--- src/hdl/qspc_pkg.sv ---
// Shared types and constants for the quadrature speed PID controller.
// No dependencies; qspc_pid and the top level import it.
package qspc_pkg;

    // Position count rests here after every sample tick.
    localparam logic [31:0] COUNT_CENTER = 32'd10000;
    localparam logic [15:0] SPEED_MAX    = 16'd62499;

    // Base-250 speed digits. The quotient uses a reciprocal multiply:
    // (x * 67109) >> 24 equals x / 250 for every x below 493000.
    localparam int          DIGIT_BASE   = 250;
    localparam logic [16:0] DIGIT_RECIP  = 17'd67109;
    localparam int          DIGIT_SHIFT  = 24;

    // Configuration port.
    localparam int ADDR_W = 5;

    localparam logic        COUNT_MODE_RST   = 1'b0;
    localparam logic [15:0] KP_GAIN_RST      = 16'd1792;
    localparam logic [15:0] KI_GAIN_RST      = 16'd5;
    localparam logic [15:0] KD_GAIN_RST      = 16'd2560;
    localparam logic [9:0]  DRIVE_MAX_RST    = 10'd399;
    localparam logic [7:0]  REPORT_EVERY_RST = 8'd5;

    typedef enum logic [1:0] {
        REQ_EDGE_A = 2'd0,
        REQ_EDGE_B = 2'd1,
        REQ_TICK   = 2'd2
    } t_req_type;

    typedef enum logic [2:0] {
        REG_COUNT_MODE   = 3'd0,
        REG_KP_GAIN      = 3'd1,
        REG_KI_GAIN      = 3'd2,
        REG_KD_GAIN      = 3'd3,
        REG_DRIVE_MAX    = 3'd4,
        REG_REPORT_EVERY = 3'd5
    } t_reg_idx;

    // Stage moves and tick flags handed from the pipeline control to the PID datapath.
    typedef struct packed {
        logic ld2;    // item moves from stage 1 to stage 2
        logic ld3;    // stage 2 to stage 3
        logic ld4;    // stage 3 to stage 4
        logic ldo;    // stage 4 to the output register
        logic tick1;  // item in stage 1 is a sample tick
        logic tick4;  // item in stage 4 is a sample tick
    } t_pid_ctrl;

endpackage

--- src/hdl/qspc_if.sv ---
// Request and response channel interfaces of the quadrature speed PID controller.
// Depends on nothing; payload widths follow the block's field list.
interface qspc_req_if;
    logic        valid;
    logic        ready;
    logic [1:0]  req_type;
    logic        level_a;
    logic        level_b;
    logic [15:0] target_speed;

    modport source (output valid, req_type, level_a, level_b, target_speed, input ready);
    modport sink   (input valid, req_type, level_a, level_b, target_speed, output ready);
endinterface

interface qspc_rsp_if;
    logic        valid;
    logic        ready;
    logic [31:0] position_count;
    logic [15:0] speed_magnitude;
    logic        direction;
    logic [9:0]  drive_duty;
    logic [7:0]  speed_high_digit;
    logic [7:0]  speed_low_digit;
    logic        report_due;

    modport source (output valid, position_count, speed_magnitude, direction, drive_duty,
                    speed_high_digit, speed_low_digit, report_due, input ready);
    modport sink   (input valid, position_count, speed_magnitude, direction, drive_duty,
                    speed_high_digit, speed_low_digit, report_due, output ready);
endinterface

--- src/hdl/qspc_pid.sv ---
// Incremental PID datapath: error history, gain products, delta sum and clamped accumulator.
// Depends on qspc_pkg; stepped by the pipeline control in the top level.
module qspc_pid import qspc_pkg::*; (
    input  logic        i_clk,
    input  logic        i_rst_n,
    input  t_pid_ctrl   i_ctrl,
    input  logic [15:0] i_target,
    input  logic [15:0] i_speed,
    input  logic [15:0] i_kp,
    input  logic [15:0] i_ki,
    input  logic [15:0] i_kd,
    input  logic [9:0]  i_drive_max,
    output logic [9:0]  o_duty
);

    logic signed [16:0] r_err_now;
    logic signed [16:0] r_err_prev;
    logic signed [16:0] n_err;
    logic signed [17:0] n_d1;
    logic signed [17:0] n_d2;
    logic signed [18:0] n_d3;
    logic signed [17:0] r_d1;
    logic signed [17:0] r_d2;
    logic signed [18:0] r_d3;
    logic signed [35:0] r_p1;
    logic signed [35:0] r_p2;
    logic signed [35:0] r_p3;
    logic signed [37:0] r_delta;
    logic        [17:0] r_accum;
    logic signed [38:0] n_sum;
    logic        [17:0] n_top;
    logic        [17:0] n_accum;

    // Stage 2 inputs: new error and the three terms formed from it and the error history.
    always_comb begin
        n_err = $signed({1'b0, i_target}) - $signed({1'b0, i_speed});
        n_d1  = 18'(n_err) - 18'(r_err_now);
        n_d2  = 18'(n_err) + 18'(r_err_now);
        n_d3  = 19'(n_err) - (19'(r_err_now) <<< 1) + 19'(r_err_prev);
    end

    always_ff @(posedge i_clk) begin
        if (!i_rst_n) begin
            r_err_now  <= '0;
            r_err_prev <= '0;
            r_accum    <= '0;
        end else begin
            if (i_ctrl.ld2 && i_ctrl.tick1) begin
                r_err_prev <= r_err_now;
                r_err_now  <= n_err;
            end
            if (i_ctrl.ldo && i_ctrl.tick4) begin
                r_accum <= n_accum;
            end
        end
    end

    always_ff @(posedge i_clk) begin
        if (i_ctrl.ld2) begin
            r_d1 <= n_d1;
            r_d2 <= n_d2;
            r_d3 <= n_d3;
        end
        if (i_ctrl.ld3) begin
            r_p1 <= 36'($signed({1'b0, i_kp}) * r_d1);
            r_p2 <= 36'($signed({1'b0, i_ki}) * r_d2);
            r_p3 <= 36'($signed({1'b0, i_kd}) * r_d3);
        end
        if (i_ctrl.ld4) begin
            r_delta <= 38'(r_p1) + 38'(r_p2) + 38'(r_p3);
        end
    end

    // Accumulate and clamp to 0 .. drive_max in Q.8.
    always_comb begin
        n_sum = $signed({21'd0, r_accum}) + 39'(r_delta);
        n_top = {i_drive_max, 8'h00};
        if (n_sum < 0) begin
            n_accum = '0;
        end else if (n_sum > $signed({21'd0, n_top})) begin
            n_accum = n_top;
        end else begin
            n_accum = n_sum[17:0];
        end
    end

    assign o_duty = i_ctrl.tick4 ? n_accum[17:8] : r_accum[17:8];

endmodule

--- src/hdl/quadrature_speed_pid_controller.sv ---
// Top level of the quadrature speed PID controller: edge counting, tick latch, pipeline and APB.
// Depends on qspc_pkg, qspc_if and qspc_pid.
//
//   channel   direction  handshake            carries
//   i_req     in         valid / ready        req_type, level_a, level_b, target_speed
//   o_rsp     out        valid / ready        count, speed, direction, duty, digits, report
//   apb       in         psel/penable/pready  six registers at byte address 4*index
//
// One request per cycle unless the full pipeline is held by an output stall; every request gives exactly one response.
// Five register stages, stages 1 to 4 and the output register; a response is valid from the output register.
// The position count and tick latch update as a request is taken; the PID accumulator
// updates as a tick leaves the last stage for the output register.
// Stages advance independently, so bubbles close up under output stalls.
// Synchronous reset gives control, state and config registers their documented values, not stage data.
module quadrature_speed_pid_controller import qspc_pkg::*; (
    input  logic              i_clk,
    input  logic              i_rst_n,
    qspc_req_if.sink          i_req,
    qspc_rsp_if.source        o_rsp,
    input  logic              psel,
    input  logic              penable,
    input  logic              pwrite,
    input  logic [ADDR_W-1:0] paddr,
    input  logic [31:0]       pwdata,
    output logic [31:0]       prdata,
    output logic              pready
);

    typedef struct packed {
        logic [31:0] pos;
        logic [15:0] speed;
        logic        dir;
        logic        report;
        logic        tick;
        logic [15:0] target;
    } t_s1;

    typedef struct packed {
        logic [31:0] pos;
        logic [15:0] speed;
        logic        dir;
        logic        report;
        logic        tick;
        logic [7:0]  high;
        logic [7:0]  low;
    } t_stage;

    // Configuration registers.
    logic        r_count_mode;
    logic [15:0] r_kp;
    logic [15:0] r_ki;
    logic [15:0] r_kd;
    logic [9:0]  r_drive_max;
    logic [7:0]  r_report_every;

    // Block state.
    logic [31:0] r_edge_count;
    logic [15:0] r_speed;
    logic        r_dir;
    logic [7:0]  r_report_cnt;

    logic [31:0] n_edge_count;
    logic [15:0] n_speed;
    logic        n_dir;
    logic [7:0]  n_report_cnt;
    logic        n_report;
    logic        n_tick;
    logic [31:0] n_diff;
    logic [31:0] n_mag;

    // Pipeline.
    logic        r_v1, r_v2, r_v3, r_v4, r_ov;
    t_s1         r_s1;
    t_stage      r_s2, r_s3, r_s4;
    t_stage      r_out;
    t_stage      n_s3;
    logic [9:0]  r_out_duty;
    logic [32:0] n_qprod;
    logic [15:0] n_qmul;

    logic        acc;
    logic        ld2, ld3, ld4, ld_out;
    logic        cfg_wr;
    t_pid_ctrl   pid_ctrl;
    logic [9:0]  pid_duty;

    assign acc    = i_req.valid && i_req.ready;
    assign ld_out = r_v4 && (!r_ov || o_rsp.ready);
    assign ld4    = r_v3 && (!r_v4 || ld_out);
    assign ld3    = r_v2 && (!r_v3 || ld4);
    assign ld2    = r_v1 && (!r_v2 || ld3);
    assign i_req.ready = !r_v1 || ld2;

    // Request decode: edge counting, tick latch and report divider.
    always_comb begin
        n_edge_count = r_edge_count;
        n_speed      = r_speed;
        n_dir        = r_dir;
        n_report_cnt = r_report_cnt;
        n_report     = 1'b0;
        n_tick       = 1'b0;
        n_diff       = r_edge_count - COUNT_CENTER;
        n_mag        = n_diff[31] ? (32'd0 - n_diff) : n_diff;
        case (t_req_type'(i_req.req_type))
            REQ_EDGE_A: begin
                if (r_count_mode || i_req.level_a) begin
                    n_edge_count = (i_req.level_a != i_req.level_b) ?
                                   r_edge_count + 32'd1 : r_edge_count - 32'd1;
                end
            end
            REQ_EDGE_B: begin
                if (r_count_mode) begin
                    n_edge_count = (i_req.level_a == i_req.level_b) ?
                                   r_edge_count + 32'd1 : r_edge_count - 32'd1;
                end
            end
            REQ_TICK: begin
                n_tick       = 1'b1;
                n_dir        = n_diff[31];
                n_speed      = (n_mag > 32'(SPEED_MAX)) ? SPEED_MAX : n_mag[15:0];
                n_edge_count = COUNT_CENTER;
                if (r_report_cnt == r_report_every) begin
                    n_report     = 1'b1;
                    n_report_cnt = '0;
                end else begin
                    n_report_cnt = r_report_cnt + 8'd1;
                end
            end
            default: begin
            end
        endcase
    end

    // Control and state registers.
    always_ff @(posedge i_clk) begin
        if (!i_rst_n) begin
            r_edge_count <= COUNT_CENTER;
            r_speed      <= '0;
            r_dir        <= 1'b0;
            r_report_cnt <= '0;
            r_v1         <= 1'b0;
            r_v2         <= 1'b0;
            r_v3         <= 1'b0;
            r_v4         <= 1'b0;
            r_ov         <= 1'b0;
        end else begin
            if (acc) begin
                r_edge_count <= n_edge_count;
                r_speed      <= n_speed;
                r_dir        <= n_dir;
                r_report_cnt <= n_report_cnt;
            end
            r_v1 <= acc || (r_v1 && !ld2);
            r_v2 <= ld2 || (r_v2 && !ld3);
            r_v3 <= ld3 || (r_v3 && !ld4);
            r_v4 <= ld4 || (r_v4 && !ld_out);
            r_ov <= ld_out || (r_ov && !o_rsp.ready);
        end
    end

    // Digit split: reciprocal multiply in stage 2, remainder in stage 3.
    assign n_qprod = 33'(r_s1.speed * DIGIT_RECIP);
    assign n_qmul  = 16'(r_s2.high) * 16'(DIGIT_BASE);

    always_comb begin
        n_s3     = r_s2;
        n_s3.low = 8'(r_s2.speed - n_qmul);
    end

    always_ff @(posedge i_clk) begin
        if (acc) begin
            r_s1.pos    <= n_edge_count;
            r_s1.speed  <= n_speed;
            r_s1.dir    <= n_dir;
            r_s1.report <= n_report;
            r_s1.tick   <= n_tick;
            r_s1.target <= i_req.target_speed;
        end
        if (ld2) begin
            r_s2.pos    <= r_s1.pos;
            r_s2.speed  <= r_s1.speed;
            r_s2.dir    <= r_s1.dir;
            r_s2.report <= r_s1.report;
            r_s2.tick   <= r_s1.tick;
            r_s2.high   <= n_qprod[DIGIT_SHIFT+7:DIGIT_SHIFT];
            r_s2.low    <= '0;
        end
        if (ld3) begin
            r_s3 <= n_s3;
        end
        if (ld4) begin
            r_s4 <= r_s3;
        end
        if (ld_out) begin
            r_out      <= r_s4;
            r_out_duty <= pid_duty;
        end
    end

    always_comb begin
        pid_ctrl.ld2   = ld2;
        pid_ctrl.ld3   = ld3;
        pid_ctrl.ld4   = ld4;
        pid_ctrl.ldo   = ld_out;
        pid_ctrl.tick1 = r_s1.tick;
        pid_ctrl.tick4 = r_s4.tick;
    end

    qspc_pid u_pid (
        .i_clk       (i_clk),
        .i_rst_n     (i_rst_n),
        .i_ctrl      (pid_ctrl),
        .i_target    (r_s1.target),
        .i_speed     (r_s1.speed),
        .i_kp        (r_kp),
        .i_ki        (r_ki),
        .i_kd        (r_kd),
        .i_drive_max (r_drive_max),
        .o_duty      (pid_duty)
    );

    assign o_rsp.valid            = r_ov;
    assign o_rsp.position_count   = r_out.pos;
    assign o_rsp.speed_magnitude  = r_out.speed;
    assign o_rsp.direction        = r_out.dir;
    assign o_rsp.drive_duty       = r_out_duty;
    assign o_rsp.speed_high_digit = r_out.high;
    assign o_rsp.speed_low_digit  = r_out.low;
    assign o_rsp.report_due       = r_out.report;

    // Configuration port.
    assign cfg_wr = psel && penable && pwrite && pready;
    assign pready = 1'b1;

    always_ff @(posedge i_clk) begin
        if (!i_rst_n) begin
            r_count_mode   <= COUNT_MODE_RST;
            r_kp           <= KP_GAIN_RST;
            r_ki           <= KI_GAIN_RST;
            r_kd           <= KD_GAIN_RST;
            r_drive_max    <= DRIVE_MAX_RST;
            r_report_every <= REPORT_EVERY_RST;
        end else if (cfg_wr) begin
            case (t_reg_idx'(paddr[4:2]))
                REG_COUNT_MODE:   r_count_mode   <= pwdata[0];
                REG_KP_GAIN:      r_kp           <= pwdata[15:0];
                REG_KI_GAIN:      r_ki           <= pwdata[15:0];
                REG_KD_GAIN:      r_kd           <= pwdata[15:0];
                REG_DRIVE_MAX:    r_drive_max    <= pwdata[9:0];
                REG_REPORT_EVERY: r_report_every <= pwdata[7:0];
                default: begin
                end
            endcase
        end
    end

    always_comb begin
        case (t_reg_idx'(paddr[4:2]))
            REG_COUNT_MODE:   prdata = {31'd0, r_count_mode};
            REG_KP_GAIN:      prdata = {16'd0, r_kp};
            REG_KI_GAIN:      prdata = {16'd0, r_ki};
            REG_KD_GAIN:      prdata = {16'd0, r_kd};
            REG_DRIVE_MAX:    prdata = {22'd0, r_drive_max};
            REG_REPORT_EVERY: prdata = {24'd0, r_report_every};
            default:          prdata = '0;
        endcase
    end

`ifndef SYNTHESIS
    a_tick_recenters: assert property (@(posedge i_clk) disable iff (!i_rst_n)
        (acc && i_req.req_type == REQ_TICK) |=> r_edge_count == COUNT_CENTER)
        else $error("position count not recentered after a tick");

    a_speed_saturated: assert property (@(posedge i_clk) disable iff (!i_rst_n)
        r_speed <= SPEED_MAX)
        else $error("latched speed above saturation limit");

    a_report_clears: assert property (@(posedge i_clk) disable iff (!i_rst_n)
        (acc && i_req.req_type == REQ_TICK && r_report_cnt == r_report_every)
        |=> r_report_cnt == 8'd0)
        else $error("report divider did not clear on a match");

    a_last_stage_held: assert property (@(posedge i_clk) disable iff (!i_rst_n)
        (r_v4 && !ld_out) |=> r_v4)
        else $error("request dropped from the last pipeline stage");

    a_digits_consistent: assert property (@(posedge i_clk) disable iff (!i_rst_n)
        o_rsp.valid |-> (o_rsp.speed_low_digit < 8'd250 &&
        16'(o_rsp.speed_high_digit) * 16'd250 + 16'(o_rsp.speed_low_digit)
        == o_rsp.speed_magnitude))
        else $error("speed digits do not match the speed magnitude");
`endif

endmodule
--- src/flat_wrapper.sv ---
// flat-port wrapper written by rule: the top's interface ports become plain ports
module quadrature_speed_pid_controller_flat import qspc_pkg::*;
  (i_clk, i_rst_n, psel, penable, pwrite, paddr, pwdata, prdata, pready, i_req_valid, i_req_req_type, i_req_level_a, i_req_level_b, i_req_target_speed, i_req_ready, o_rsp_valid, o_rsp_position_count, o_rsp_speed_magnitude, o_rsp_direction, o_rsp_drive_duty, o_rsp_speed_high_digit, o_rsp_speed_low_digit, o_rsp_report_due, o_rsp_ready);
  qspc_req_if i_req_i ();
  qspc_rsp_if o_rsp_i ();
  input  logic i_clk;
  input  logic i_rst_n;
  input  logic psel;
  input  logic penable;
  input  logic pwrite;
  input  logic [ADDR_W-1:0] paddr;
  input  logic [31:0] pwdata;
  output logic [31:0] prdata;
  output logic pready;
  input wire logic [$bits(i_req_i.valid)-1:0] i_req_valid;
  input wire logic [$bits(i_req_i.req_type)-1:0] i_req_req_type;
  input wire logic [$bits(i_req_i.level_a)-1:0] i_req_level_a;
  input wire logic [$bits(i_req_i.level_b)-1:0] i_req_level_b;
  input wire logic [$bits(i_req_i.target_speed)-1:0] i_req_target_speed;
  output wire logic [$bits(i_req_i.ready)-1:0] i_req_ready;
  output wire logic [$bits(o_rsp_i.valid)-1:0] o_rsp_valid;
  output wire logic [$bits(o_rsp_i.position_count)-1:0] o_rsp_position_count;
  output wire logic [$bits(o_rsp_i.speed_magnitude)-1:0] o_rsp_speed_magnitude;
  output wire logic [$bits(o_rsp_i.direction)-1:0] o_rsp_direction;
  output wire logic [$bits(o_rsp_i.drive_duty)-1:0] o_rsp_drive_duty;
  output wire logic [$bits(o_rsp_i.speed_high_digit)-1:0] o_rsp_speed_high_digit;
  output wire logic [$bits(o_rsp_i.speed_low_digit)-1:0] o_rsp_speed_low_digit;
  output wire logic [$bits(o_rsp_i.report_due)-1:0] o_rsp_report_due;
  input wire logic [$bits(o_rsp_i.ready)-1:0] o_rsp_ready;
  assign i_req_i.valid = i_req_valid;
  assign i_req_i.req_type = i_req_req_type;
  assign i_req_i.level_a = i_req_level_a;
  assign i_req_i.level_b = i_req_level_b;
  assign i_req_i.target_speed = i_req_target_speed;
  assign i_req_ready = i_req_i.ready;
  assign o_rsp_valid = o_rsp_i.valid;
  assign o_rsp_position_count = o_rsp_i.position_count;
  assign o_rsp_speed_magnitude = o_rsp_i.speed_magnitude;
  assign o_rsp_direction = o_rsp_i.direction;
  assign o_rsp_drive_duty = o_rsp_i.drive_duty;
  assign o_rsp_speed_high_digit = o_rsp_i.speed_high_digit;
  assign o_rsp_speed_low_digit = o_rsp_i.speed_low_digit;
  assign o_rsp_report_due = o_rsp_i.report_due;
  assign o_rsp_i.ready = o_rsp_ready;
  quadrature_speed_pid_controller u_core (.i_clk(i_clk), .i_rst_n(i_rst_n), .i_req(i_req_i), .o_rsp(o_rsp_i), .psel(psel), .penable(penable), .pwrite(pwrite), .paddr(paddr), .pwdata(pwdata), .prdata(prdata), .pready(pready));
endmodule
--- config.mk ---
export PLATFORM = sky130hd
export DESIGN_NAME = quadrature_speed_pid_controller_flat
export DESIGN_NICKNAME = d
export VERILOG_FILES = /design/src/hdl/qspc_pkg.sv /design/src/hdl/qspc_if.sv /design/src/hdl/qspc_pid.sv /design/src/hdl/quadrature_speed_pid_controller.sv /design/src/flat_wrapper.sv
export SDC_FILE = /design/constraint.sdc
export NUM_CORES = 2
export LEC_CHECK = 0
export BUFFER_PORTS_ARGS = -buffer_cell sky130_fd_sc_hd__buf_2
export CAP_MARGIN = 0
export CORE_ASPECT_RATIO = 0.75
export CORE_MARGIN = 2
export CORE_UTILIZATION = 50
export DETAILED_ROUTE_END_ITERATION = 12
export GPL_TIMING_DRIVEN = 0
export PLACE_DENSITY = 0.72
export SETUP_SLACK_MARGIN = 0.2
export SYNTH_ARGS = -nofsm -noshare
export SYNTH_HDL_FRONTEND = slang
export SYNTH_SLANG_ARGS = --single-unit
--- constraint.sdc ---
create_clock -name i_clk -period 11.1 [get_ports i_clk]
set_input_delay 0.555 -clock i_clk [delete_from_list [all_inputs] [get_ports i_clk]]
set_output_delay 0.555 -clock i_clk [all_outputs]
set_load 0.05 [all_outputs]
# == Word-level counts from Yosys, hierarchy flattened ==
# Index checks and enable logic that the tools add are counted.
# word_totals
ff_bits,716
inputBits,64
out_inout_bits,111
word_cells,150
# op_classes
n_addsub,14
mul,5
order_cmp,3
n_eq_ne,10
n_mux,16
reduce_logical,44
# ops
operator,count
$mux 32,5
$pmux 16 s6,1
$pmux 32 s3,1
$mul 17x18->35,2
$add 19x38->39,1
$gt 39x19->1,1
$lt 39x1->1 const B,1
$add 36x36->37,1
$add 35x35->36,1
$mul 17x19->36,1
$mux 18,2
$add 32x1->32 const B,1
$gt 32x16->1 const B,1
$mul 16x17->32 const B,1
$mux 16,2
$sub 1x32->32 const A,1
$sub 32x1->32 const B,1
$sub 32x14->32 const B,1
$add 19x17->19,1
$sub 17x18->19,1
$add 17x17->18,1
$sub 17x17->18,1
$sub 16x16->17,1
$logic_and 1x1->1,14
19 further kinds,48

# == Longest topological paths before layout ==
# logic_depth
depth_word,12
ltp_mapped,27
ltp_nobuf,25

# == By module ==
# Synthesis repeated with hierarchy kept, for this count alone.
# hier_totals
hier_cells,7494
hier_area_um2,73229.0
# by_module_without_submodules
module,n_inst,cells_per_inst,area_per_inst_um2,seq_area_each_um2
qspc_pid,1,5272,49144.6,6956.7
quadrature_speed_pid_controller,1,2222,24084.3,12582.1

# == Worst setup path after synthesis ==
# No wires, ideal clock.
# synth_timing
path_type,register to register
startpoint,reg u_core.r_ov (netlist: u_core.o_rsp.valid)
endpoint,reg u_core.r_s3[0] (netlist bit) (enable)
setup_time_ps,726
arrival_ps,8520
t_required_ps,10374
slack_ps,1854
stages_incl_launch_ff,4
path_buffers,0
period_less_slack_ps,9246
path_cell_list,dfxtp_1 -> nor2b_1 -> and3_1 -> nor2b_1
# synth_between
elab_chain_cells,7
# synth_lines
element,line,source
"start, declared",quadrature_speed_pid_controller.sv:72,"logic r_v1, r_v2, r_v3, r_v4, r_ov;"
"start signal, assigned",quadrature_speed_pid_controller.sv:157,r_ov <= ld_out || (r_ov && !o_rsp.ready);
$logic_not 1->1,quadrature_speed_pid_controller.sv:88,assign ld_out = r_v4 && (!r_ov || o_rsp.ready);
$logic_or 1x1->1,quadrature_speed_pid_controller.sv:88,
$logic_and 1x1->1,quadrature_speed_pid_controller.sv:88,
$logic_or 1x1->1,quadrature_speed_pid_controller.sv:89,assign ld4 = r_v3 && (!r_v4 || ld_out);
$logic_and 1x1->1,quadrature_speed_pid_controller.sv:89,
$logic_or 1x1->1,quadrature_speed_pid_controller.sv:90,assign ld3 = r_v2 && (!r_v3 || ld4);
$logic_and 1x1->1,quadrature_speed_pid_controller.sv:90,
net u_core.ld3,quadrature_speed_pid_controller.sv:82,"logic ld2, ld3, ld4, ld_out;"
"end signal, assigned",quadrature_speed_pid_controller.sv:189,r_s3 <= n_s3;
"end, declared",quadrature_speed_pid_controller.sv:74,"t_stage r_s2, r_s3, r_s4;"
# The timed path passes the listed nets, and every way through them passes these cells.
# A chain may end at the register's enable or synchronous reset.

# == Final worst setup path ==
# layout_timing
startpoint,reg u_core.r_kp[2]
endpoint,"reg u_core.u_pid.r_p1[33], data pin"
# layout_between
elab_chain_cells,1
# layout_lines
element,line,source
"start, declared",quadrature_speed_pid_controller.sv:50,logic [15:0] r_kp;
"start signal, assigned",quadrature_speed_pid_controller.sv:246,REG_KP_GAIN: r_kp <= pwdata[15:0];
$mul 17x18->35,qspc_pid.sv:65,"r_p1 <= 36'($signed({1'b0, i_kp}) * r_d1);"
"end signal, assigned",qspc_pid.sv:65,
"end, declared",qspc_pid.sv:25,logic signed [35:0] r_p1;
# No other way between the ends.

==> reports/results.txt <==
Grt total ovfl: 0
Clock network latency to the later pin of the worst-skew pair: 0.69 ns
Average via count per standard cell: 5.65
Capture instance of the worst register-to-register path: u_core.u_pid.r_p1[33]
Logic pwr share: 0.547
Type of destination of the critical path: register
Multi-input logic area: 46400 sq um
Post-layout net count: 9236
Synth Register Bits: 711
Sequential power share: 0.269
Fin crit share: 0.754
Clock tree from TritonCTS: done
Die span in y: 333 microns
MaxCap Viol Count: 0
Setup fix buffers added after clock tree synthesis: 0
Wirelength, routed: 219 mm
Fraction of post-synthesis cell area in the top cell type by area: 0.275
Clk network pwr share: 0.184
Final setup violating endpoints: 0
Ys flop type: sky130_fd_sc_hd__edfxtp_1
I/O pin count: 175
Depth of the worst hold-timing path: 1
FP Rows: 120
Achievable Freq: 119 MHz
DRC violation total after the first TritonRoute iteration: 5926
Router iterations before antenna repair: 6
Worst hold-check path type: primary input to register
Cts bufs inserted: 75
IO Port Bufs: 136
Antenna Violating Nets Remaining: 0
Max rail drop VDD: 0.157 mV
WL/cell: 22.9 microns
Hold-fix buffers at CTS: 0
H-tree levels: 3
Max Transition Viols Final: 0
Reg2Reg Launch Point: u_core.r_kp[2]
Length in cells of the worst reg-to-reg path: 24
Total number of vias: 54200
Peak fanout along the critical path: 10
RD Place Congestion: 0.984
Sequential share of the synthesized area: 0.270
Met2 Usage GRT: 0.433
Layout-stage area growth over the synthesis result: 8.22%
Total Negative Setup Slacks: 0 ns
Power Internal: 0.00792 W
FFs w/ async S/R, synth: 0
Total GRT Usage: 0.301
Met1 usage: 0.449
Clock Skews: 0.0249 ns
Antenna violations before repair: 14
Met3 Track Usage GR: 0.0729
Worst slew pin tran: 1.44 ns
Largest net degree at the start of global routing: 67
Crit-path max cell delay: 0.94 ns
Post-route DRC: 0
First-pass GRT wire length: 335 mm
Library cell appearing most often on the critical path: sky130_fd_sc_hd__fa_1
Width of the die: 443 microns
Layout cell share with drive strength beyond 1: 0.0514
Floorplan core area: 143000 sq um
Netlist cell types: 103
Mean Syn Cell Area: 9.80 sq um
Commonest non-fill, non-tap cell in the layout: sky130_fd_sc_hd__inv_1
Most used routing layer: met1
Worst slew slack as a fraction of its limit: 0.0288
Clock tree root buffer cell: sky130_fd_sc_hd__clkbuf_16
Largest buffer count on any clock path: 3
Die Outline Area: 148000 sq um
Critical path arrival: 8.80 ns
Setup CP Type: register to register
Crit-path slowest cell: sky130_fd_sc_hd__a2111oi_0
Sw Share: 0.438
Hold Crit Endpoint: u_core.r_s1[0]
# resized after CTS: 0
Kind of launch point of the worst setup path: register
Final hold violations: 0
Post-synth EDFFs: 530
Total of fill cells in the finished design: 12500
Most used cells in the layout excluding fill and tap cells: 1361 x sky130_fd_sc_hd__inv_1, 994 x sky130_fd_sc_hd__fa_1, 931 x sky130_fd_sc_hd__nand2_1
Warnings, synthesis: 0
Flop-to-flop setup slack: 2.73 ns
Post-synthesis instance area: 72300 sq um
Post-synthesis cell count: 7382
Status: finished clean
FF/Latch Area: 19500 sq um
CP cell instances: clkbuf_1 > clkbuf_1 > nand2_1 > fa_1 > fa_1 > inv_1 > ha_1 > fa_1 > fa_1 > inv_1 > fa_1 > inv_1 > ha_1 > o21ai_0 > nor2_1 > a31oi_1 > a21oi_1 > o41ai_1 > a2111oi_0 > o21a_1 > o31a_1 > o31a_1 > nor4b_1 > a211o_1
Data required time of the critical path: 11.53 ns
Cell area power density: 180 nW/um^2
Clock-pin slew of the registers on the worst-case setup and hold paths: 0.06 ns
Synth area leaders: sky130_fd_sc_hd__fa_1 28%, sky130_fd_sc_hd__edfxtp_1 22%, sky130_fd_sc_hd__ha_1 9.6%
Detailed-placement wirelength estimate: 178 mm
Buffers & Inverters on Critical Path: 5
Worst-case hold slack: 0.0512 ns
Leak: 35.4 nW
Top cell family by delay on the critical path: adder cells
Post-synthesis cell type with the largest combined area: sky130_fd_sc_hd__fa_1
Initial Util: 0.505
Vias in the first global route: 54400
Switching power: 0.00617 W
Final cell utilization of the core: 0.547
RSZ-0062 raised after global routing: false
Post-layout minimum cycle time: 8.37 ns
TritonCTS sink count: 711
Hold path startpoint: i_req_target_speed[0]
routing by layer:
layer / part of all wire / up-vias
met1: 0.44 / 27100
li1: - / 24200
met4: 0.031 / 4
met5: 0.00015 / -
met3: 0.11 / 346
met2: 0.42 / 2579
Yosys cell counts (89+ instances only):
library cell and instances:
sky130_fd_sc_hd__inv_1 1361, sky130_fd_sc_hd__fa_1 994, sky130_fd_sc_hd__nand2_1 931, sky130_fd_sc_hd__ha_1 555, sky130_fd_sc_hd__edfxtp_1 530, sky130_fd_sc_hd__and2_1 391
sky130_fd_sc_hd__nor2_1 314, sky130_fd_sc_hd__a21oi_1 308, sky130_fd_sc_hd__clkbuf_1 278, sky130_fd_sc_hd__xnor2_1 195, sky130_fd_sc_hd__dfxtp_1 181, sky130_fd_sc_hd__o21ai_0 168
sky130_fd_sc_hd__nand3_1 111, sky130_fd_sc_hd__xor2_1 92, sky130_fd_sc_hd__nor3_1 89
final cells by class:
class | count | share of cell area
Buffer | 328 | 0.0173
Clock buffer | 97 | 0.0266
Multi-Input combinational cell | 4994 | 0.593
Antenna cell | 10 | 0.000320
Timing Repair Buffer | 149 | 0.0124
Clock inverter | 42 | 0.00524
Sequential cell | 711 | 0.250
Inverter | 1364 | 0.0654
Tap cell | 1891 | 0.0302
sequential cells by signal (all words and copies together) (netlist names), 35 cells and up:
signal,cells
u_core.n_s3,59
u_core.r_s3,66
u_core.u_pid.r_p1,35
u_core.r_s1,66
u_core.u_pid.r_delta,37
u_core.u_pid.r_p3,36
u_core.r_s4,65
u_core.u_pid.r_p2,35
how the worst max path moves through the flow:
stage	from	end	cells past startpoint
final	u_core.r_kp[2]	u_core.u_pid.r_p1[33]	24
after global routing	u_core.r_kp[2]	u_core.u_pid.r_p1[33]	23
after CTS	u_core.r_ki[3]	u_core.u_pid.r_p2[34]	22
after detailed placement	u_core.r_ki[3]	u_core.u_pid.r_p2[34]	22
after global placement	o_rsp_ready	u_core.u_pid.r_delta[1]	3
after floorplan	u_core.o_rsp.valid	u_core.r_s3[0]	3
stage by stage:
stage	power (W)	std cells	setup slack, ns	instance area [sq um]
finish	0.0141	9586	2.73	78300
CTS	0.0140	9576	2.95	78300
detailed placement	0.0114	9437	2.95	75800
global placement	0.0112	9424	-3.12	75500
floorplan	0.00912	7397	1.85	72400
global route	0.0151	9583	2.54	78300
power by group through the flow:
stage | combinational, W | sequential [W] | clock [W]
after floorplan | 0.00551 | 0.00362 | 0
after global placement | 0.00734 | 0.00385 | 0
after detailed placement | 0.00754 | 0.00383 | 0
after CTS | 0.00762 | 0.00377 | 0.00263
after global routing | 0.00861 | 0.00380 | 0.00273
final | 0.00771 | 0.00379 | 0.00260
cell families (layout without fill, tap and decap cells):
family	after synthesis	in the layout	synth area share
AND/OR/NAND/NOR	2134	2134	0.141
buffers and inverters	1692	1980	0.0894
adder cells (fa/ha/maj)	1549	1549	0.371
AO/OA/AOI/OAI	956	956	0.0857
flip-flops	711	711	0.270
XOR/XNOR	288	288	0.0350
multiplexers	50	50	0.00740
other	2	27	0.000104
No activity file was read; power rests on OpenSTA's default activity.
